$ cat src/ole_pkg.sv
// Shared types, codes and constants for the ordered list engine.
package ole_pkg;

    // Field widths fixed by the item formats
    localparam int DATA_W       = 32;
    localparam int FUNC_W       = 4;
    localparam int POS_W        = 8;
    localparam int STAT_W       = 3;
    localparam int OUT_CNT_W    = 6;
    localparam int DEF_CAPACITY = 32;

    // Command codes
    typedef enum logic [FUNC_W-1:0] {
        FN_PUSH_BACK  = 4'd0,
        FN_PUSH_FRONT = 4'd1,
        FN_POP_FRONT  = 4'd2,
        FN_POP_BACK   = 4'd3,
        FN_INS_AFTER  = 4'd4,
        FN_DEL_VALUE  = 4'd5,
        FN_DEL_POS    = 4'd6,
        FN_READ_FWD   = 4'd7,
        FN_READ_REV   = 4'd8
    } t_func;

    // Result status codes
    typedef enum logic [STAT_W-1:0] {
        ST_DONE      = 3'd0,
        ST_EMPTY     = 3'd1,
        ST_BEYOND    = 3'd2,
        ST_NOT_FOUND = 3'd3,
        ST_FULL      = 3'd4
    } t_status;

    // Sequencer states
    typedef enum logic [1:0] {
        S_IDLE,
        S_MATCH,
        S_READ
    } t_state;

    // Chain-wide edit applied by all cells together
    typedef enum logic [2:0] {
        ED_NONE,
        ED_INSERT,
        ED_REMOVE,
        ED_REMOVE_MATCH,
        ED_ROT_L,
        ED_ROT_R
    } t_edit;

    // Per-cell load selection
    typedef enum logic [1:0] {
        CELL_HOLD,
        CELL_FROM_LEFT,
        CELL_FROM_RIGHT,
        CELL_LOAD
    } t_cell_op;

    typedef struct packed {
        t_cell_op op;
        logic     cap_match;
    } t_cell_ctrl;

    typedef struct packed {
        logic [FUNC_W-1:0]        func;
        logic signed [DATA_W-1:0] value;
        logic [POS_W-1:0]         position;
    } t_in_item;

    typedef struct packed {
        logic [STAT_W-1:0]        status;
        logic signed [DATA_W-1:0] item_value;
        logic                     is_last;
        logic                     list_empty;
        logic [OUT_CNT_W-1:0]     entry_count;
    } t_out_item;

endpackage

$ cat src/ole_cell.sv
// One list cell: holds an entry, loads from a neighbor or new data, flags a key match.
module ole_cell (
    input  logic                              i_clk,
    input  ole_pkg::t_cell_ctrl               i_ctrl,
    input  logic signed [ole_pkg::DATA_W-1:0] i_left,
    input  logic signed [ole_pkg::DATA_W-1:0] i_right,
    input  logic signed [ole_pkg::DATA_W-1:0] i_new,
    input  logic signed [ole_pkg::DATA_W-1:0] i_key,
    output logic signed [ole_pkg::DATA_W-1:0] o_value,
    output logic                              o_match
);

    logic signed [ole_pkg::DATA_W-1:0] r_value;
    logic signed [ole_pkg::DATA_W-1:0] n_value;
    logic                              r_match;

    // Entry select
    always_comb begin
        case (i_ctrl.op)
            ole_pkg::CELL_FROM_LEFT:  n_value = i_left;
            ole_pkg::CELL_FROM_RIGHT: n_value = i_right;
            ole_pkg::CELL_LOAD:       n_value = i_new;
            default:                  n_value = r_value;
        endcase
    end

    // Entry and match flag registers
    always_ff @(posedge i_clk) begin
        r_value <= n_value;
        if (i_ctrl.cap_match) begin
            r_match <= (r_value == i_key);
        end
    end

    assign o_value = r_value;
    assign o_match = r_match;

endmodule

$ cat src/ordered_list_engine.sv
// Top level of the ordered list engine: sequencer, output register and the cell chain.
//
// A bounded deque of signed 32-bit entries held in a chain of CAPACITY cells,
// entry 0 at the front. Push, pop, insert-after and delete-at-position are each
// a single chain edit: every cell picks its own next entry from its neighbors in
// parallel and the status result is registered in the same cycle. Delete by
// value compares first: all cells compare against the key in S_IDLE, and the
// chain closes the gap at the first match in S_MATCH once the output is free.
// In a read-out the chain rotates by one entry per cycle while the output is
// not stalled and the end cell streams out, so the list is back in place when
// the last entry leaves. Results wait in an output register; a stalled output
// slows the sequencer but loses nothing. No clearing pass is needed after reset.
module ordered_list_engine #(
    parameter int CAPACITY = ole_pkg::DEF_CAPACITY
) (
    input  logic               i_clk,
    input  logic               i_rst_n,
    input  logic               i_in_valid,
    output logic               o_in_stall,
    input  ole_pkg::t_in_item  i_in_item,
    output logic               o_out_valid,
    input  logic               i_out_stall,
    output ole_pkg::t_out_item o_out_item
);

    localparam int CW = $clog2(CAPACITY + 1);
    localparam int IW = $clog2(CAPACITY);

    ole_pkg::t_state    r_state, n_state;
    logic [CW-1:0]      r_count, n_count;
    logic [CW-1:0]      r_left, n_left;
    logic               r_dir, n_dir;
    logic               r_out_valid, n_out_valid;
    ole_pkg::t_out_item r_out_item, n_out_item;

    ole_pkg::t_edit                    edit;
    logic [CW-1:0]                     edit_idx;
    logic signed [ole_pkg::DATA_W-1:0] new_data;
    logic                              cap_match;
    logic                              out_free;
    logic                              in_stall;
    logic [CW-1:0]                     last_idx;
    logic [ole_pkg::POS_W-1:0]         count_ext;
    logic                              is_full;
    logic                              no_entries;

    logic signed [ole_pkg::DATA_W-1:0] cell_val   [CAPACITY];
    logic signed [ole_pkg::DATA_W-1:0] left_in    [CAPACITY];
    logic signed [ole_pkg::DATA_W-1:0] right_in   [CAPACITY];
    logic                              cell_match [CAPACITY];
    ole_pkg::t_cell_ctrl               cell_ctrl  [CAPACITY];
    logic [CAPACITY-1:0]               match_vec;
    logic [CAPACITY-1:0]               match_pre;
    logic signed [ole_pkg::DATA_W-1:0] tail_val;

    assign out_free   = !r_out_valid || !i_out_stall;
    assign last_idx   = r_count - CW'(1);
    assign count_ext  = ole_pkg::POS_W'(r_count);
    assign is_full    = (r_count == CW'(CAPACITY));
    assign no_entries = (r_count == '0);
    assign tail_val   = cell_val[last_idx[IW-1:0]];

    // Sequencer: decode, status and chain edit select
    always_comb begin
        n_state     = r_state;
        n_count     = r_count;
        n_left      = r_left;
        n_dir       = r_dir;
        edit        = ole_pkg::ED_NONE;
        edit_idx    = '0;
        new_data    = i_in_item.value;
        cap_match   = 1'b0;
        in_stall    = 1'b1;
        n_out_valid = r_out_valid && i_out_stall;
        n_out_item  = r_out_item;
        n_out_item.status     = ole_pkg::ST_DONE;
        n_out_item.item_value = '0;
        n_out_item.is_last    = 1'b1;
        case (r_state)
            ole_pkg::S_IDLE: begin
                in_stall = !out_free;
                if (i_in_valid && out_free) begin
                    case (ole_pkg::t_func'(i_in_item.func))
                        ole_pkg::FN_PUSH_BACK, ole_pkg::FN_PUSH_FRONT: begin
                            n_out_valid = 1'b1;
                            if (is_full) begin
                                n_out_item.status = ole_pkg::ST_FULL;
                            end else begin
                                edit     = ole_pkg::ED_INSERT;
                                edit_idx = (i_in_item.func == ole_pkg::FN_PUSH_BACK) ?
                                           r_count : '0;
                                n_count  = r_count + CW'(1);
                            end
                        end
                        ole_pkg::FN_POP_FRONT, ole_pkg::FN_POP_BACK: begin
                            n_out_valid = 1'b1;
                            if (no_entries) begin
                                n_out_item.status = ole_pkg::ST_EMPTY;
                            end else begin
                                edit     = ole_pkg::ED_REMOVE;
                                edit_idx = (i_in_item.func == ole_pkg::FN_POP_FRONT) ?
                                           '0 : last_idx;
                                n_count  = last_idx;
                            end
                        end
                        ole_pkg::FN_INS_AFTER: begin
                            n_out_valid = 1'b1;
                            if (is_full) begin
                                n_out_item.status = ole_pkg::ST_FULL;
                            end else if (no_entries) begin
                                edit    = ole_pkg::ED_INSERT;
                                n_count = r_count + CW'(1);
                            end else if (i_in_item.position >= count_ext) begin
                                n_out_item.status = ole_pkg::ST_BEYOND;
                            end else begin
                                edit     = ole_pkg::ED_INSERT;
                                edit_idx = CW'(i_in_item.position + ole_pkg::POS_W'(1));
                                n_count  = r_count + CW'(1);
                            end
                        end
                        ole_pkg::FN_DEL_VALUE: begin
                            if (no_entries) begin
                                n_out_valid       = 1'b1;
                                n_out_item.status = ole_pkg::ST_EMPTY;
                            end else begin
                                cap_match = 1'b1;
                                n_state   = ole_pkg::S_MATCH;
                            end
                        end
                        ole_pkg::FN_DEL_POS: begin
                            n_out_valid = 1'b1;
                            if (no_entries) begin
                                n_out_item.status = ole_pkg::ST_EMPTY;
                            end else if (i_in_item.position >= count_ext) begin
                                n_out_item.status = ole_pkg::ST_BEYOND;
                            end else begin
                                edit     = ole_pkg::ED_REMOVE;
                                edit_idx = CW'(i_in_item.position);
                                n_count  = last_idx;
                            end
                        end
                        ole_pkg::FN_READ_FWD, ole_pkg::FN_READ_REV: begin
                            if (!no_entries) begin
                                n_state = ole_pkg::S_READ;
                                n_left  = r_count;
                                n_dir   = (i_in_item.func == ole_pkg::FN_READ_REV);
                            end
                        end
                        default: begin
                        end
                    endcase
                end
            end
            ole_pkg::S_MATCH: begin
                if (out_free) begin
                    n_out_valid = 1'b1;
                    n_state     = ole_pkg::S_IDLE;
                    if (|match_vec) begin
                        edit    = ole_pkg::ED_REMOVE_MATCH;
                        n_count = last_idx;
                    end else begin
                        n_out_item.status = ole_pkg::ST_NOT_FOUND;
                    end
                end
            end
            ole_pkg::S_READ: begin
                if (out_free) begin
                    n_out_valid           = 1'b1;
                    new_data              = r_dir ? tail_val : cell_val[0];
                    edit                  = r_dir ? ole_pkg::ED_ROT_R : ole_pkg::ED_ROT_L;
                    n_out_item.item_value = new_data;
                    n_out_item.is_last    = (r_left == CW'(1));
                    n_left                = r_left - CW'(1);
                    if (r_left == CW'(1)) begin
                        n_state = ole_pkg::S_IDLE;
                    end
                end
            end
            default: begin
                n_state = ole_pkg::S_IDLE;
            end
        endcase
        n_out_item.list_empty  = (n_count == '0);
        n_out_item.entry_count = ole_pkg::OUT_CNT_W'(n_count);
    end

    // Control registers
    always_ff @(posedge i_clk) begin
        if (!i_rst_n) begin
            r_state     <= ole_pkg::S_IDLE;
            r_count     <= '0;
            r_left      <= '0;
            r_dir       <= 1'b0;
            r_out_valid <= 1'b0;
        end else begin
            r_state     <= n_state;
            r_count     <= n_count;
            r_left      <= n_left;
            r_dir       <= n_dir;
            r_out_valid <= n_out_valid;
        end
    end

    // Result payload register
    always_ff @(posedge i_clk) begin
        if (out_free) begin
            r_out_item <= n_out_item;
        end
    end

    // Cell chain with per-cell load select
    for (genvar g = 0; g < CAPACITY; g++) begin : g_cell
        localparam logic [CW-1:0]       G    = CW'(g);
        localparam logic [CAPACITY-1:0] MASK = {CAPACITY{1'b1}} >> (CAPACITY - 1 - g);

        if (g == 0) begin : g_first
            assign left_in[g] = '0;
        end else begin : g_mid_l
            assign left_in[g] = cell_val[g-1];
        end
        if (g == CAPACITY - 1) begin : g_last
            assign right_in[g] = '0;
        end else begin : g_mid_r
            assign right_in[g] = cell_val[g+1];
        end

        // Only entries in use may match
        assign match_vec[g] = cell_match[g] && (G < r_count);
        // First match at or before this cell
        assign match_pre[g] = |(match_vec & MASK);

        always_comb begin
            cell_ctrl[g].op        = ole_pkg::CELL_HOLD;
            cell_ctrl[g].cap_match = cap_match;
            case (edit)
                ole_pkg::ED_INSERT: begin
                    if (G == edit_idx) begin
                        cell_ctrl[g].op = ole_pkg::CELL_LOAD;
                    end else if (G > edit_idx) begin
                        cell_ctrl[g].op = ole_pkg::CELL_FROM_LEFT;
                    end
                end
                ole_pkg::ED_REMOVE: begin
                    if (G >= edit_idx) begin
                        cell_ctrl[g].op = ole_pkg::CELL_FROM_RIGHT;
                    end
                end
                ole_pkg::ED_REMOVE_MATCH: begin
                    if (match_pre[g]) begin
                        cell_ctrl[g].op = ole_pkg::CELL_FROM_RIGHT;
                    end
                end
                ole_pkg::ED_ROT_L: begin
                    if (G == last_idx) begin
                        cell_ctrl[g].op = ole_pkg::CELL_LOAD;
                    end else if (G < last_idx) begin
                        cell_ctrl[g].op = ole_pkg::CELL_FROM_RIGHT;
                    end
                end
                ole_pkg::ED_ROT_R: begin
                    if (G == '0) begin
                        cell_ctrl[g].op = ole_pkg::CELL_LOAD;
                    end else if (G <= last_idx) begin
                        cell_ctrl[g].op = ole_pkg::CELL_FROM_LEFT;
                    end
                end
                default: begin
                end
            endcase
        end

        ole_cell u_cell (
            .i_clk   (i_clk),
            .i_ctrl  (cell_ctrl[g]),
            .i_left  (left_in[g]),
            .i_right (right_in[g]),
            .i_new   (new_data),
            .i_key   (i_in_item.value),
            .o_value (cell_val[g]),
            .o_match (cell_match[g])
        );
    end

    assign o_in_stall  = in_stall;
    assign o_out_valid = r_out_valid;
    assign o_out_item  = r_out_item;

endmodule

$ cat config.mk
export PLATFORM = sky130hd
export DESIGN_NAME = ordered_list_engine
export DESIGN_NICKNAME = d
export VERILOG_FILES = /design/src/ole_pkg.sv /design/src/ole_cell.sv /design/src/ordered_list_engine.sv
export SDC_FILE = /design/constraint.sdc
export NUM_CORES = 2
export LEC_CHECK = 0
export BUFFER_PORTS_ARGS = -buffer_cell sky130_fd_sc_hd__buf_2
export CORE_ASPECT_RATIO = 1.1
export CORE_MARGIN = 8
export CORE_UTILIZATION = 55
export CTS_CLUSTER_SIZE = 30
export DETAILED_ROUTE_END_ITERATION = 10
export PLACE_DENSITY = 0.79
export SYNTH_ARGS = -nofsm -noshare
export SYNTH_HDL_FRONTEND = slang
export SYNTH_HIERARCHICAL = 1
export SYNTH_SLANG_ARGS = --single-unit
$ cat constraint.sdc
create_clock -name i_clk -period 7.6 [get_ports i_clk]
set_input_delay 0.38 -clock i_clk [delete_from_list [all_inputs] [get_ports i_clk]]
set_output_delay 0.38 -clock i_clk [all_outputs]
set_load 0.01 [all_outputs]
==> flow_summary_export.csv <==
group,metric,value,unit
cts,postCtsSetupBuffers,0,
place,io_buffers,92,
cells_and_area,final_cells,9735,
critical_path,critical-path-max-stage-delay,960,ps
place,gp_congestion,1.07,
cells_and_area,utilization,59.7,%
pwr,p_sw,0.0184,W
die,pin_count,93,
cts,cts_buffers,121,
cts,clock_latency,800,ps
critical_path,rrSetupSlack,1200,ps
cells_and_area,seq_area,33300,µm²
critical_path,crit_path_start_kind,"flop",
route,first_pass_iters,9,
critical_path,cp_top_family,"compound AO/OA/AOI/OAI gates",
sta,grt_setup_unrepaired,"false",
pwr,internal-power,0.0197,W
pwr,peakVddDrop,0.494,mV
synth,synthCells,7747,
die,core-area,145000,µm²
cts,h-tree-depth,3,
synth,synth_cell_types,105,
cells_and_area,multi_input_area,44800,µm²
critical_path,worst-path-stages,15,
synth,syn_avg_cell_area,10.4,µm²
critical_path,cp.required,8230,ps
global_routing,antenna_found_initial,21,
cts,cts_buffer_depth,3,
sta,setup_tns,0,ps
pwr,p_comb_share,50.1,%
global_routing,grt_usage,39.1,%
status,violations,"capacitance limit, slew limit",
route,ant_nets,0,
synth,yosysWarnings,6,
sta,whs,161,ps
sta,fmax,156,MHz
critical_path,worstSetupPathType,"reg2reg",
hold_path,whs_path_depth,2,
critical_path,regToRegEndpoint,"g_cell[5].u_cell/o_value[27]",
critical_path,crit_buf_inv,4,
place,dp.cells,9500,
sta,maxSlewHeadroom,-5.39,%
pwr,power.leakage,28.8,nW
global_routing,overflow,0,
route,vias,69858,
sta,finalClockSkew,48.3,ps
die,die_x,380,µm
synth,synth-edff-count,1099,
cts,clock-root-buffer,"clkbuf_16",
synth,synth_seq_cells,1115,
critical_path,critPathCaptureType,"flop",
cts,clkTransAtPathRegs,60,ps
pwr,power_frac_clock,16.0,%
die,fp.dieArea,158000,µm²
run,cap_viol_max_count,2,
sta,min_period,6400,ps
die,initial_utilization,55.2,%
pwr,power_density,439,nW/µm²
place,dp_hpwl,221000,µm
sta,worst_slew_pin_slew,1570,ps
critical_path,cp_max_fo,33,
critical_path,critPathSlowestCell,"a311oi_1",
synth,yosys.area.top_type,"edfxtp_1",
status,status,"complete, but fails checks",
cells_and_area,area_growth,8.15,%
critical_path,r2r_start,"r_count[1]",
critical_path,crit_chain,"buf_4, inv_1, ha_1, nand2b_1, and2_4, buf_4, nand2_1, a311oi_1, a31oi_1, nand2_1, o21ai_0, o21ai_4, buf_4, mux2i_1, a21oi_1",
sta,finalHoldViolations,0,
synth,async_flop_share,0,%
die,rows,147,
global_routing,grt_max_degree,100,
cells_and_area,layout_commonest_cell,"nor2_1",
cts,post_cts_resized,0,
hold_path,hold_start,"i_in_item[43]",
route,wl,326000,µm
cells_and_area,design_area,86800,µm²
cts,hold_buffers,1,
cts,clock-sinks,1115,
die,die_h,417,µm
place,dpl_cell_area,82900,µm²
critical_path,crit_top_cell,"buf_4",
cts,cts_tree,"yes",
pwr,seqPwrFrac,33.9,%
cells_and_area,layout_common_cells,"nor2_1 (1,165), edfxtp_1 (1,099), a21oi_1 (1,091)",
synth,synth_area,80300,µm²
global_routing,grt_pass1_wl,465000,µm
cells_and_area,fin_nets,7753,
synth,ys_top_cells_by_area,"edfxtp_1 (41%), mux2i_1 (13%), xor2_1 (11%), mux4_2 (7.2%), a21oi_1 (6.8%)",
cells_and_area,nFillCells,11862,
route,drc,0,
route,wl_per_cell,33.5,µm
hold_path,min_to,"o_out_item[40]",
sta,drv_slew,5,
global_routing,grt_pass1_vias,65535,
synth,synth_flop_cell,"edfxtp_1",
route,viasPerCell,7.18,
route,drt_iter0_drc,11925,
pwr,swShare,48.4,%
critical_path,arrival,7030,ps
synth,ys_seq_area_share,41.5,%
sta,setup_viol,0,
hold_path,holdCritPathClass,"in2reg",
cells_and_area,layout-drive-gt1-share,11.7,%
synth,yosysTopAreaCellShare,41.1,%
sta,period_share,84.2,%
critical_path,r2r_cells,15,
==> cell families (layout without fill, tap and decap cells) <==
| group | Yosys count | in the layout | synth area share (%) |
|---|---|---|---|
| adders and majority gates | 18 | 18 | 0.281 |
| AOI/OAI and AO/OA | 1502 | 1502 | 10.4 |
| xor gates and xnor gates | 1035 | 1035 | 11.3 |
| DFF | 1115 | 1115 | 41.5 |
| and+or+nand+nor | 2214 | 2214 | 12.3 |
| buffers and inverters | 569 | 548 | 4.12 |
| muxes | 1293 | 1293 | 20.1 |
| other | 1 | 73 | 0.00467 |
==> cells in the mapped netlist, types with 8 or more instances <==
master    instances
nor2_1         1165
edfxtp_1       1099
a21oi_1        1091
mux2i_1        1035
xor2_1         1027
nand2_1         430
nor4_1          263
mux4_2          257
clkbuf_1        192
buf_2           180
o21ai_0         146
buf_6           107
nand3_1          92
nand4_1          81
a31oi_1          51
and3_1           40
buf_4            39
or2_2            36
a311oi_1         32
buf_1            25
inv_1            24
nor3_1           21
a22oi_1          18
ha_1             18
and2_1           16
dfxtp_1          16
nor2b_1          16
o211ai_1         16
o21ai_1          15
o22ai_1          11
a211oi_1         10
nand2b_1         10
a21o_1            9
a221oi_1          9
o31ai_1           9
xnor2_1           8
==> worst max-delay path by stage <==
| stage | to | from |
|---|---|---|
| detailed placement | g_cell[22].u_cell/o_value[20] | r_count[1] |
| global placement | g_cell[22].u_cell/o_value[24] | r_count[1] |
| floorplan | g_cell[0].u_cell/o_value[1] | r_count[0] |
| global route | g_cell[22].u_cell/o_value[20] | r_count[1] |
| finish | g_cell[5].u_cell/o_value[27] | r_count[1] |
| CTS | g_cell[22].u_cell/o_value[20] | r_count[1] |
==> stage by stage <==
step	setup slack (ps)	total power, W
floorplan	1950	0.0234
global placement	1750	0.0304
detailed placement	1580	0.0308
CTS	1520	0.0369
global route	1170	0.0389
finish	1200	0.0381
==> metal layers <==
layer	track usage (%)	share of wire [%]	up-vias
li1	-	-	28445
met1	48.0	34	33482
met2	56.4	41	6355
met3	15.1	16	1552
met4	27.4	9.0	24
met5	0.880	0.062	-
==> final cells by class <==
| cell class | count | area share, % |
|---|---|---|
| multi-input cells | 6126 | 51.6 |
| flip-flops and latches | 1115 | 38.4 |
| clock buffers | 150 | 3.74 |
| well taps | 1937 | 2.79 |
| repair buffers | 297 | 2.59 |
| clock inverters | 75 | 0.787 |
| inverters | 26 | 0.112 |
| diodes | 9 | 0.0259 |
==> power by group through the flow <==
stage	logic, W	registers, W	clock network, W
6_report	0.0191	0.0129	0.00609
2_1_floorplan	0.0119	0.0115	0
4_1_cts	0.0181	0.0127	0.00607
3_5_place_dp	0.0180	0.0128	0
3_3_place_gp	0.0177	0.0128	0
5_1_grt	0.0196	0.0130	0.00628
==> registers in the layout, summed over array words and instances (netlist names) <==
signal                 cells
g_cell.u_cell/o_value   1024
o_out_item                43
g_cell.u_cell/o_match     32
r_count                    6
r_left                     6
r_state                    2
o_out_valid                1
r_dir                      1
No activity file was read; power rests on OpenSTA's default activity.
